===== src/sv/assert_macros.svh =====
// ----------------------------------------------------------------------------
// Assertion macros
// Shared wrappers for the concurrent checks of the RTL.
// ----------------------------------------------------------------------------
`ifndef ASSERT_MACROS_SVH
`define ASSERT_MACROS_SVH

// Checks a property at every rising edge of clk_i while reset is released.
`define ASSERT_CLK(lbl, prop, msg) \
  lbl: assert property (@(posedge clk_i) disable iff (!rst_ni) prop) else $error(msg);

// Checks a property at every rising edge of clk_i, also during reset.
`define ASSERT_ALWAYS(lbl, prop, msg) \
  lbl: assert property (@(posedge clk_i) prop) else $error(msg);

`endif


===== src/sv/hsvrgb_pkg.sv =====
// ----------------------------------------------------------------------------
// HSV to RGB package
// Types, constants and arithmetic helpers shared by the converter modules.
// ----------------------------------------------------------------------------
`default_nettype none

package hsvrgb_pkg;

  localparam int unsigned ChanW   = 8;
  localparam int unsigned HueW    = 16;
  localparam int unsigned DegW    = 9;
  localparam int unsigned ProdW   = 2 * ChanW;

  localparam logic [DegW-1:0]  DegFull   = 9'd360;
  localparam logic [DegW-1:0]  DegRegion = 9'd60;
  localparam logic [ChanW-1:0] LevelMax  = 8'd255;

  // Reciprocal of 360 scaled by 2^24, rounded up; exact for every 16-bit hue.
  localparam logic [HueW-1:0]  HueRecip  = 16'd46604;
  localparam int unsigned      RecipShift = 24;

  // 255 / 60 equals 17 / 4, so the region position scales exactly.
  localparam logic [4:0]       FracMul   = 5'd17;

  typedef enum logic [2:0] {
    SEC_RED_YELLOW   = 3'd0,
    SEC_YELLOW_GREEN = 3'd1,
    SEC_GREEN_CYAN   = 3'd2,
    SEC_CYAN_BLUE    = 3'd3,
    SEC_BLUE_MAGENTA = 3'd4,
    SEC_MAGENTA_RED  = 3'd5
  } sector_e;

  typedef struct packed {
    sector_e           sector;
    logic              gray;
    logic [ChanW-1:0]  val;
    logic [ChanW-1:0]  lo;
    logic [ProdW-1:0]  fall_prod;
    logic [ProdW-1:0]  rise_prod;
  } mix_in_t;

  typedef struct packed {
    logic [ChanW-1:0] red;
    logic [ChanW-1:0] green;
    logic [ChanW-1:0] blue;
  } rgb_t;

  // Truncating division by 255, exact for every product of two 8-bit values.
  function automatic logic [ChanW-1:0] div255(input logic [ProdW-1:0] x);
    logic [ProdW:0] s;
    s = {1'b0, x} + {{(ProdW-ChanW+1){1'b0}}, x[ProdW-1:ChanW]} + 17'd1;
    return s[ProdW-1:ChanW];
  endfunction

endpackage

`default_nettype wire


===== src/sv/hsvrgb_mix.sv =====
// ----------------------------------------------------------------------------
// HSV to RGB channel mix
// Finishes the falling and rising terms and routes the terms to the channels.
// ----------------------------------------------------------------------------
`default_nettype none

module hsvrgb_mix (
  input  hsvrgb_pkg::mix_in_t mix_i,
  output hsvrgb_pkg::rgb_t    rgb_o
);
  import hsvrgb_pkg::*;

  logic [ChanW-1:0] fall;
  logic [ChanW-1:0] rise;
  logic [ChanW-1:0] v;
  logic [ChanW-1:0] p;

  assign fall = div255(mix_i.fall_prod);
  assign rise = div255(mix_i.rise_prod);
  assign v    = mix_i.val;
  assign p    = mix_i.lo;

  always_comb begin
    if (mix_i.gray) begin
      rgb_o = '{red: v, green: v, blue: v};
    end else begin
      unique case (mix_i.sector)
        SEC_RED_YELLOW:   rgb_o = '{red: v,    green: rise, blue: p};
        SEC_YELLOW_GREEN: rgb_o = '{red: fall, green: v,    blue: p};
        SEC_GREEN_CYAN:   rgb_o = '{red: p,    green: v,    blue: rise};
        SEC_CYAN_BLUE:    rgb_o = '{red: p,    green: fall, blue: v};
        SEC_BLUE_MAGENTA: rgb_o = '{red: rise, green: p,    blue: v};
        default:          rgb_o = '{red: v,    green: p,    blue: fall};
      endcase
    end
  end

endmodule

`default_nettype wire


===== src/sv/hsv_to_rgb_converter.sv =====
// ----------------------------------------------------------------------------
// HSV to RGB converter
// Integer conversion of one HSV pixel into one 8-bit RGB pixel.
//
// The converter takes one pixel transaction per clock while stall_o is low
// and returns one RGB transaction for each, in order. The six register
// stages are: hue quotient by a reciprocal multiply, hue remainder and low
// term product, region and position, the two saturation products
// and the low term division, the two brightness
// products, and the output register where the terms are routed. Every stage
// holds its own valid bit and moves whenever the stage after it has room, so
// a stall on the output fills empty stages first and drops nothing. A hue of
// any 16-bit value is reduced modulo 360; a saturation of zero gives a gray
// pixel equal to the brightness. There is no configuration and no state
// beyond the pipeline itself.
// ----------------------------------------------------------------------------
`default_nettype none
`include "assert_macros.svh"

module hsv_to_rgb_converter (
  input  logic                                clk_i,
  input  logic                                rst_ni,
  input  logic                                valid_i,
  output logic                                stall_o,
  input  logic [hsvrgb_pkg::HueW-1:0]         hue_i,
  input  logic [hsvrgb_pkg::ChanW-1:0]        saturation_i,
  input  logic [hsvrgb_pkg::ChanW-1:0]        brightness_i,
  output logic                                valid_o,
  input  logic                                stall_i,
  output logic [hsvrgb_pkg::ChanW-1:0]        red_o,
  output logic [hsvrgb_pkg::ChanW-1:0]        green_o,
  output logic [hsvrgb_pkg::ChanW-1:0]        blue_o
);
  import hsvrgb_pkg::*;

  // Valid bits of the six stages; stage six is the output register.
  logic [6:1] vld_q;
  logic [6:1] rdy;

  // A stage takes new data when it is empty or when its content moves on.
  always_comb begin
    rdy[6] = !vld_q[6] || !stall_i;
    for (int k = 5; k >= 1; k--) begin
      rdy[k] = !vld_q[k] || rdy[k+1];
    end
  end

  assign stall_o = !rdy[1];
  assign valid_o = vld_q[6];

  always_ff @(posedge clk_i or negedge rst_ni) begin
    if (!rst_ni) begin
      vld_q <= '0;
    end else begin
      if (rdy[1]) vld_q[1] <= valid_i;
      for (int k = 2; k <= 6; k++) begin
        if (rdy[k]) vld_q[k] <= vld_q[k-1];
      end
    end
  end

  // Stage one: quotient of the hue by 360 through the scaled reciprocal.
  logic [2*HueW-1:0] recip_prod;
  logic [ChanW-1:0]  s1_quot_d, s1_quot_q;
  logic [HueW-1:0]   s1_hue_q;
  logic [ChanW-1:0]  s1_sat_q, s1_val_q;

  assign recip_prod = hue_i * HueRecip;
  assign s1_quot_d  = recip_prod[RecipShift +: ChanW];

  always_ff @(posedge clk_i) begin
    if (rdy[1]) begin
      s1_quot_q <= s1_quot_d;
      s1_hue_q  <= hue_i;
      s1_sat_q  <= saturation_i;
      s1_val_q  <= brightness_i;
    end
  end

  // Stage two: remainder of the hue, and the product behind the low term.
  logic [HueW:0]     quot_deg;
  logic [HueW:0]     deg_diff;
  logic [DegW-1:0]   s2_deg_d, s2_deg_q;
  logic [ProdW-1:0]  s2_lo_prod_d, s2_lo_prod_q;
  logic [ChanW-1:0]  s2_sat_q, s2_val_q;

  assign quot_deg     = s1_quot_q * DegFull;
  assign deg_diff     = {1'b0, s1_hue_q} - quot_deg;
  assign s2_deg_d     = deg_diff[DegW-1:0];
  assign s2_lo_prod_d = s1_val_q * (LevelMax - s1_sat_q);

  always_ff @(posedge clk_i) begin
    if (rdy[2]) begin
      s2_deg_q     <= s2_deg_d;
      s2_lo_prod_q <= s2_lo_prod_d;
      s2_sat_q     <= s1_sat_q;
      s2_val_q     <= s1_val_q;
    end
  end

  // Stage three: 60-degree region and the position inside it, scaled to 0..250.
  sector_e          s3_sector_d, s3_sector_q;
  logic [DegW-1:0]  region_base;
  logic [DegW-1:0]  rem_deg;
  logic [9:0]       frac_scaled;
  logic [ChanW-1:0] s3_frac_d, s3_frac_q;
  logic [ProdW-1:0] s3_lo_prod_q;
  logic [ChanW-1:0] s3_sat_q, s3_val_q;

  always_comb begin
    if (s2_deg_q < DegRegion) begin
      s3_sector_d = SEC_RED_YELLOW;
      region_base = '0;
    end else if (s2_deg_q < 2 * DegRegion) begin
      s3_sector_d = SEC_YELLOW_GREEN;
      region_base = DegRegion;
    end else if (s2_deg_q < 3 * DegRegion) begin
      s3_sector_d = SEC_GREEN_CYAN;
      region_base = 9'(2 * DegRegion);
    end else if (s2_deg_q < 4 * DegRegion) begin
      s3_sector_d = SEC_CYAN_BLUE;
      region_base = 9'(3 * DegRegion);
    end else if (s2_deg_q < 5 * DegRegion) begin
      s3_sector_d = SEC_BLUE_MAGENTA;
      region_base = 9'(4 * DegRegion);
    end else begin
      s3_sector_d = SEC_MAGENTA_RED;
      region_base = 9'(5 * DegRegion);
    end
    rem_deg     = s2_deg_q - region_base;
    frac_scaled = rem_deg[5:0] * FracMul;
    s3_frac_d   = frac_scaled[9:2];
  end

  always_ff @(posedge clk_i) begin
    if (rdy[3]) begin
      s3_sector_q  <= s3_sector_d;
      s3_frac_q    <= s3_frac_d;
      s3_lo_prod_q <= s2_lo_prod_q;
      s3_sat_q     <= s2_sat_q;
      s3_val_q     <= s2_val_q;
    end
  end

  // Stage four: saturation times position and its complement; low term done.
  logic [ProdW-1:0] s4_sf_q, s4_sfn_q;
  logic [ChanW-1:0] s4_lo_q;
  sector_e          s4_sector_q;
  logic [ChanW-1:0] s4_sat_q, s4_val_q;

  always_ff @(posedge clk_i) begin
    if (rdy[4]) begin
      s4_sf_q     <= s3_sat_q * s3_frac_q;
      s4_sfn_q    <= s3_sat_q * (LevelMax - s3_frac_q);
      s4_lo_q     <= div255(s3_lo_prod_q);
      s4_sector_q <= s3_sector_q;
      s4_sat_q    <= s3_sat_q;
      s4_val_q    <= s3_val_q;
    end
  end

  // Stage five: brightness times the two attenuation levels.
  logic [ChanW-1:0] fall_lvl, rise_lvl;
  mix_in_t          s5_d, s5_q;

  assign fall_lvl = LevelMax - div255(s4_sf_q);
  assign rise_lvl = LevelMax - div255(s4_sfn_q);

  always_comb begin
    s5_d.sector    = s4_sector_q;
    s5_d.gray      = (s4_sat_q == '0);
    s5_d.val       = s4_val_q;
    s5_d.lo        = s4_lo_q;
    s5_d.fall_prod = s4_val_q * fall_lvl;
    s5_d.rise_prod = s4_val_q * rise_lvl;
  end

  always_ff @(posedge clk_i) begin
    if (rdy[5]) begin
      s5_q <= s5_d;
    end
  end

  // Stage six: final divisions and channel routing into the output register.
  rgb_t             rgb_d, rgb_q;
  logic [ChanW-1:0] s6_val_q;

  hsvrgb_mix u_mix (
    .mix_i (s5_q),
    .rgb_o (rgb_d)
  );

  always_ff @(posedge clk_i) begin
    if (rdy[6]) begin
      rgb_q    <= rgb_d;
      s6_val_q <= s5_q.val;
    end
  end

  assign red_o   = rgb_q.red;
  assign green_o = rgb_q.green;
  assign blue_o  = rgb_q.blue;

  // The reduced hue must stay below a full turn.
  `ASSERT_CLK(a_deg_range, vld_q[2] |-> (s2_deg_q < DegFull), "hue remainder out of range")
  // The region position never exceeds 250.
  `ASSERT_CLK(a_frac_range, vld_q[3] |-> (s3_frac_q <= 8'd250), "position out of range")
  // One channel always carries the full brightness.
  `ASSERT_CLK(a_peak_chan,
    valid_o |-> (red_o == s6_val_q || green_o == s6_val_q || blue_o == s6_val_q),
    "no channel at brightness")
  // An accepted transaction always occupies the first stage.
  `ASSERT_CLK(a_accept_fill, (valid_i && !stall_o) |=> vld_q[1], "accepted pixel lost")

endmodule

`default_nettype wire

===== config.mk =====
export PLATFORM = sky130hd
export DESIGN_NAME = hsv_to_rgb_converter
export DESIGN_NICKNAME = d
export VERILOG_FILES = /design/src/sv/hsvrgb_pkg.sv /design/src/sv/hsvrgb_mix.sv /design/src/sv/hsv_to_rgb_converter.sv
export VERILOG_INCLUDE_DIRS = /design/src /design/src/sv
export SDC_FILE = /design/constraint.sdc
export NUM_CORES = 1
export LEC_CHECK = 0
export BUFFER_PORTS_ARGS = -buffer_cell sky130_fd_sc_hd__buf_2
export CAP_MARGIN = 30
export CORE_ASPECT_RATIO = 0.6
export CORE_MARGIN = 4
export CORE_UTILIZATION = 25
export CTS_BUF_LIST = sky130_fd_sc_hd__clkbuf_16
export DETAILED_ROUTE_END_ITERATION = 7
export PLACE_DENSITY_LB_ADDON = 0.2
export SKIP_LAST_GASP = 1
export SLEW_MARGIN = 10
export SYNTH_ARGS = -nofsm -noshare
export SYNTH_HDL_FRONTEND = slang
export SYNTH_SLANG_ARGS = --single-unit

===== constraint.sdc =====
create_clock -name clk_i -period 7 [get_ports clk_i]
set_clock_uncertainty 0.2 [all_clocks]
set_input_delay 0.35 -clock clk_i [delete_from_list [all_inputs] [get_ports clk_i]]
set_output_delay 0.35 -clock clk_i [all_outputs]
set_load 0.1 [all_outputs]

Yosys cells after proc, flatten, opt, wreduce, memory -nomap -nowiden
Index checks and enable logic that the tools add are counted.
{"block": "word_totals", "out_inout_bits": 26, "regBits": 258, "word_cells": 98, "inputBits": 36}
{"block": "classes", "multipliers": 8, "n_mux": 11, "n_reduce_logical": 18, "n_addsub": 16, "eq_ne": 4, "n_lt_le_gt_ge": 5}
{"cell": "24-bit case mux with 5 select lines", "count": 1}
{"cell": "16-bit by 1-bit adder with 16-bit output (second input constant)", "count": 5}
{"cell": "16-bit by 8-bit adder with 16-bit output", "count": 5}
{"cell": "8-bit by 8-bit multiplier with 16-bit output", "count": 3}
{"cell": "9-bit by 9-bit multiplier with 16-bit output", "count": 2}
{"cell": "16-bit by 14-bit multiplier with 30-bit output (second input constant)", "count": 1}
{"cell": "24-bit 2-to-1 mux", "count": 1}
{"cell": "6-bit 2-to-1 mux", "count": 4}
{"cell": "9-bit by 8-bit less-than comparator with 1-bit output (second input constant)", "count": 2}
{"cell": "8-bit by 8-bit subtractor with 9-bit output (first input constant)", "count": 2}
{"cell": "8-bit subtractor (first input constant)", "count": 2}
{"cell": "6-bit by 5-bit multiplier with 10-bit output (second input constant)", "count": 1}
{"cell": "9-bit by 6-bit less-than comparator with 1-bit output (second input constant)", "count": 1}
{"cell": "9-bit by 7-bit less-than comparator with 1-bit output (second input constant)", "count": 1}
{"cell": "9-bit less-than comparator (second input constant)", "count": 1}
{"cell": "9-bit subtractor", "count": 1}
{"cell": "1-bit logical NOT", "count": 8}
{"cell": "8-bit logical NOT", "count": 1}
{"cell": "8-bit by 6-bit multiplier with 6-bit output (second input constant)", "count": 1}
{"cell": "3-bit by 2-bit == test with 1-bit output (second input constant)", "count": 2}
{"cell": "1-bit logical OR", "count": 6}
{"cell": "6-bit subtractor", "count": 1}
{"cell": "5-bit 2-to-1 mux", "count": 1}
{"cell": "2-bit 2-to-1 mux", "count": 2}
{"cell": "other kinds (6)", "count": 7}

Longest topological paths before layout
{"block": "logic_depth", "depth_word": 8, "mapped_depth": 24, "ltp_nobuf": 24}

Hierarchy
Synthesis repeated with hierarchy kept, for this count alone.
{"block": "hier_totals", "cells_unflattened": 2349, "hier_area_um2": 25017.7}
{"module": "hsv_to_rgb_converter", "area_each_um2": 23010.8, "cells_per_inst": 2038, "n_inst": 1}
{"module": "hsvrgb_mix", "area_each_um2": 2006.9, "cells_per_inst": 311, "n_inst": 1}

Worst setup path after synthesis
OpenSTA, ideal clock, no wires.
{"block": "synth_path", "path_kind": "flip-flop to flip-flop", "from": "register s4_sfn_q[9]", "to": "register s5_q[15] in the netlist's numbering (data pin)", "stages_incl_launch_ff": 24, "required_time_ns": 6.540, "synth_period_minus_slack_ns": 6.164, "setup_slack_ns": 0.836, "setup_time_ns": 0.260, "arrival_ns": 5.704, "cell_sequence": "edfxtp_1 > ha_1 > o21a_1 > o21a_1 > o21ai_0 > a21boi_1 > nand4_1 > xor2_1 > nand2_1 > fa_1 > fa_1 > inv_1 > fa_1 > inv_1 > fa_1 > inv_1 > ha_1 > o21a_1 > o31a_1 > o211ai_1 > a21oi_1 > a2111oi_2 > a21oi_1 > xnor2_1"}
{"element": "start, declared", "line_no": "hsv_to_rgb_converter.sv:146", "rtl": "logic [ProdW-1:0] s4_sf_q, s4_sfn_q;"}
{"element": "start signal, assigned", "line_no": "hsv_to_rgb_converter.sv:154", "rtl": "s4_sfn_q <= s3_sat_q * (LevelMax - s3_frac_q);"}
{"element": "end signal, assigned", "line_no": "hsv_to_rgb_converter.sv:180", "rtl": "s5_q <= s5_d;"}
{"element": "end, declared", "line_no": "hsv_to_rgb_converter.sv:164", "rtl": "mix_in_t s5_d, s5_q;"}

==> impl_metrics.yaml <==
status:
  status: "finished clean"
finish:
  finish.utilization_pct: 28.7
  final_layout_size_suffix_gt1_share_pct: 6.35
  syn2layout_area_growth_pct: 13.2
  nets: 2972
  antenna_cells: 0
logic_synthesis:
  postSynthAreaPerCell_um2: 10.8
  synth_top_area_share_pct: 30.7
  ys_top_cells_by_count: "407 x inv_1, 340 x ha_1, 250 x edfxtp_1"
  synth_nets: 2872
  synth_most_common_cell: "inv_1"
  synth_cell_types: 69
  async_flop_share_pct: 2.34
  synth-seq-cells: 256
  synthCells: 2258
  synth.yosys.seq_area_share_pct: 31.3
  netlist_area_mm2: 0.0244
  yosysTopAreaCell: "edfxtp_1"
  ys_warn_count: 0
  ys.flop_type: "edfxtp_1"
  synthTopCellsByArea: "edfxtp_1 31%, fa_1 19%, ha_1 17%"
  synth_edf_count: 250
routing:
  first_iter_violations: 806
  drc: 0
  vias: 15875
  wire_per_inst_um: 15.8
  ant_nets: 0
  dr.pass1.iters: 5
  wl_um: 58200
  routed_via_density: 4.31
hold_path:
  worstHoldPathType: "flop to flop"
sta:
  final-setup-viol-count: 0
  tns_ns: 0
  hold_viol: 0
  slew_viol_final: 0
  timing.final.crit_period_ns: 6.63
  grt_setup_unrepaired: "true"
  relSlewSlack_pct: 36.0
  period_share_pct: 94.7
  tightest_slew_ns: 0.957
  fmax_mhz: 151
global_route:
  grt_pass1_wl_um: 95700
  antenna_found_initial: 0
  grt_max_degree: 61
  track_usage_pct: 11.6
  grt-ovfl-total: 0
  grt_pass1_vias: 16796
floorplan:
  core-area_mm2: 0.0966
  row_count: 88
  start_util_pct: 25.3
  die_area_mm2: 0.103
  dieHeight_um: 250
  io_pins: 62
  die_w_um: 412
setup_path:
  crit_type: "flop to flop"
  ff2ff_path_depth: 24
  r2r_slack_ns: 0.37
  worstReg2RegStart: "s4_sfn_q[9]"
  critPathRequiredTime_ns: 7.10
  cpMostUsedCell: "fa_1"
  endpoint_kind: "flop"
  r2r_end: "s5_q[15]"
  crit_chain: "ha_1 -> o21a_1 -> o21a_1 -> o21ai_0 -> a21boi_2 -> buf_4 -> nand4_1 -> xor2_1 -> nand2_1 -> fa_1 -> fa_1 -> inv_1 -> fa_1 -> inv_1 -> fa_1 -> inv_1 -> ha_1 -> o21a_1 -> o31a_1 -> o211ai_1 -> a21oi_1 -> a2111oi_2 -> a21oi_1 -> xnor2_1"
  crit_path_start: "s4_sfn_q[9]"
  arrival_ns: 6.73
  slowest_delay_ns: 0.54
  crit_fanout: 6
  cp-endpoint: "s5_q[15]"
  critPathLaunchType: "flop"
  cp_slowest_cell: "fa_1"
flow_run:
  drv_cap: 0
clocking:
  insertion_delay_ns: 0.60
  cts_buffers: 28
  cts_max_path_buffers: 3
  cts_sinks: 256
  cts_tree: "built"
  cts_root_buf: "clkbuf_16"
  path_clk_slew_ns: 0.07
  h-tree-depth: 1
place:
  port_buffers: 61
  gp_congestion: 0.872
  dpl.hpwl_um: 46400
[area by class of cell]
type	instances	area, µm²
clock buffer	28	701
sequential	256	7660
timing repair buffer	109	773
clock inverter	21	241
multi-input combinational	1555	15100
fill	10014	68900
tap	1305	1630
inverter	408	1530
[cell usage in the layout (no fill, tap or decap), types with 14 or more instances in the layout]
cell,n
inv_1,408
ha_1,340
edfxtp_1,250
fa_1,238
and2_1,132
nand2_1,104
nor2b_1,99
nor2_1,81
xnor2_1,79
a21oi_1,75
nand2b_1,74
buf_2,61
o21ai_0,55
xor2_1,31
clkbuf_16,30
dlygate4sd3_1,29
nand3_1,25
nor3_1,18
o21a_1,17
buf_4,17
and3_1,16
a21o_1,14
[sequential cells by signal, summed over array words and instances (netlist names), 9 cells and up]
register      count
s1_hue_q          9
s2_deg_q          9
s2_lo_prod_q     16
s3_lo_prod_q     16
s4_sf_q          16
s4_sfn_q         16
s5_q             52
[stage by stage]
stage / cell area (µm²) / hold WS [ns] / setup slack (ns) / instances
after floorplan: 24400 / -0.146 / 0.836 / 2258
after detailed placement: 26300 / -0.0172 / 0.244 / 3601
after global placement: 26300 / -0.0229 / 0.372 / 3601
after CTS: 27600 / 0.197 / 0.196 / 3678
after global routing: 27700 / 0.222 / -0.0191 / 3682
final: 27700 / 0.214 / 0.369 / 3682
[critical path: cells and delay by family, from the launching register on]
| kind | cells | cell delay [ns] |
|---|---|---|
| buf+inv | 4 | 0.33 |
| simple gates | 2 | 0.22 |
| xor+xnor | 2 | 0.38 |
| compound gates | 10 | 1.93 |
| fa+ha+maj | 6 | 2.78 |
| flops | 1 | 0.50 |
[timing repair]
action / CTS / global route
endpoints found under the hold margin: 32 / 4
hold buffers: 28 / 1
setup buffers: 0 / 1
setup endpoints to repair: 0 / 6
resized for setup: 0 / 5
[worst min-delay path by stage]
stage,endpoint,cells after the start,start,slack [ns]
4_1_cts,s1_val_q[6],2,brightness_i[6],0.20
5_1_grt,s4_val_q[1],0,s3_val_q[1],0.22
6_report,s4_val_q[1],0,s3_val_q[1],0.21
2_1_floorplan,vld_q[1],0,rst_ni,-0.15
3_5_place_dp,vld_q[6],1,rst_ni,-0.02
3_3_place_gp,vld_q[6],1,rst_ni,-0.02
[cells by family after synthesis]
group,after synthesis,share of synthesized area [%]
AOI/OAI and AO/OA,264,7.26
xor gates and xnor gates,113,4.05
DFF,256,31.3
and+or+nand+nor,599,13.5
buffers and inverters,447,6.99
muxes,1,0.0409
adders and majority gates,578,36.9
[metal layers]
layer  global-route usage [%]  vias to the layer above  share of wire, %
met1                     18.9                     7846                56
met4                     1.25                        0              0.92
met2                     15.8                      268                38
li1                         -                     7730                 -
met5                        0                        -                 0
met3                     2.54                       31               5.5
Power is not shown: default switching activity piles up to over one toggle a cycle in this logic, so the estimate is an artifact.
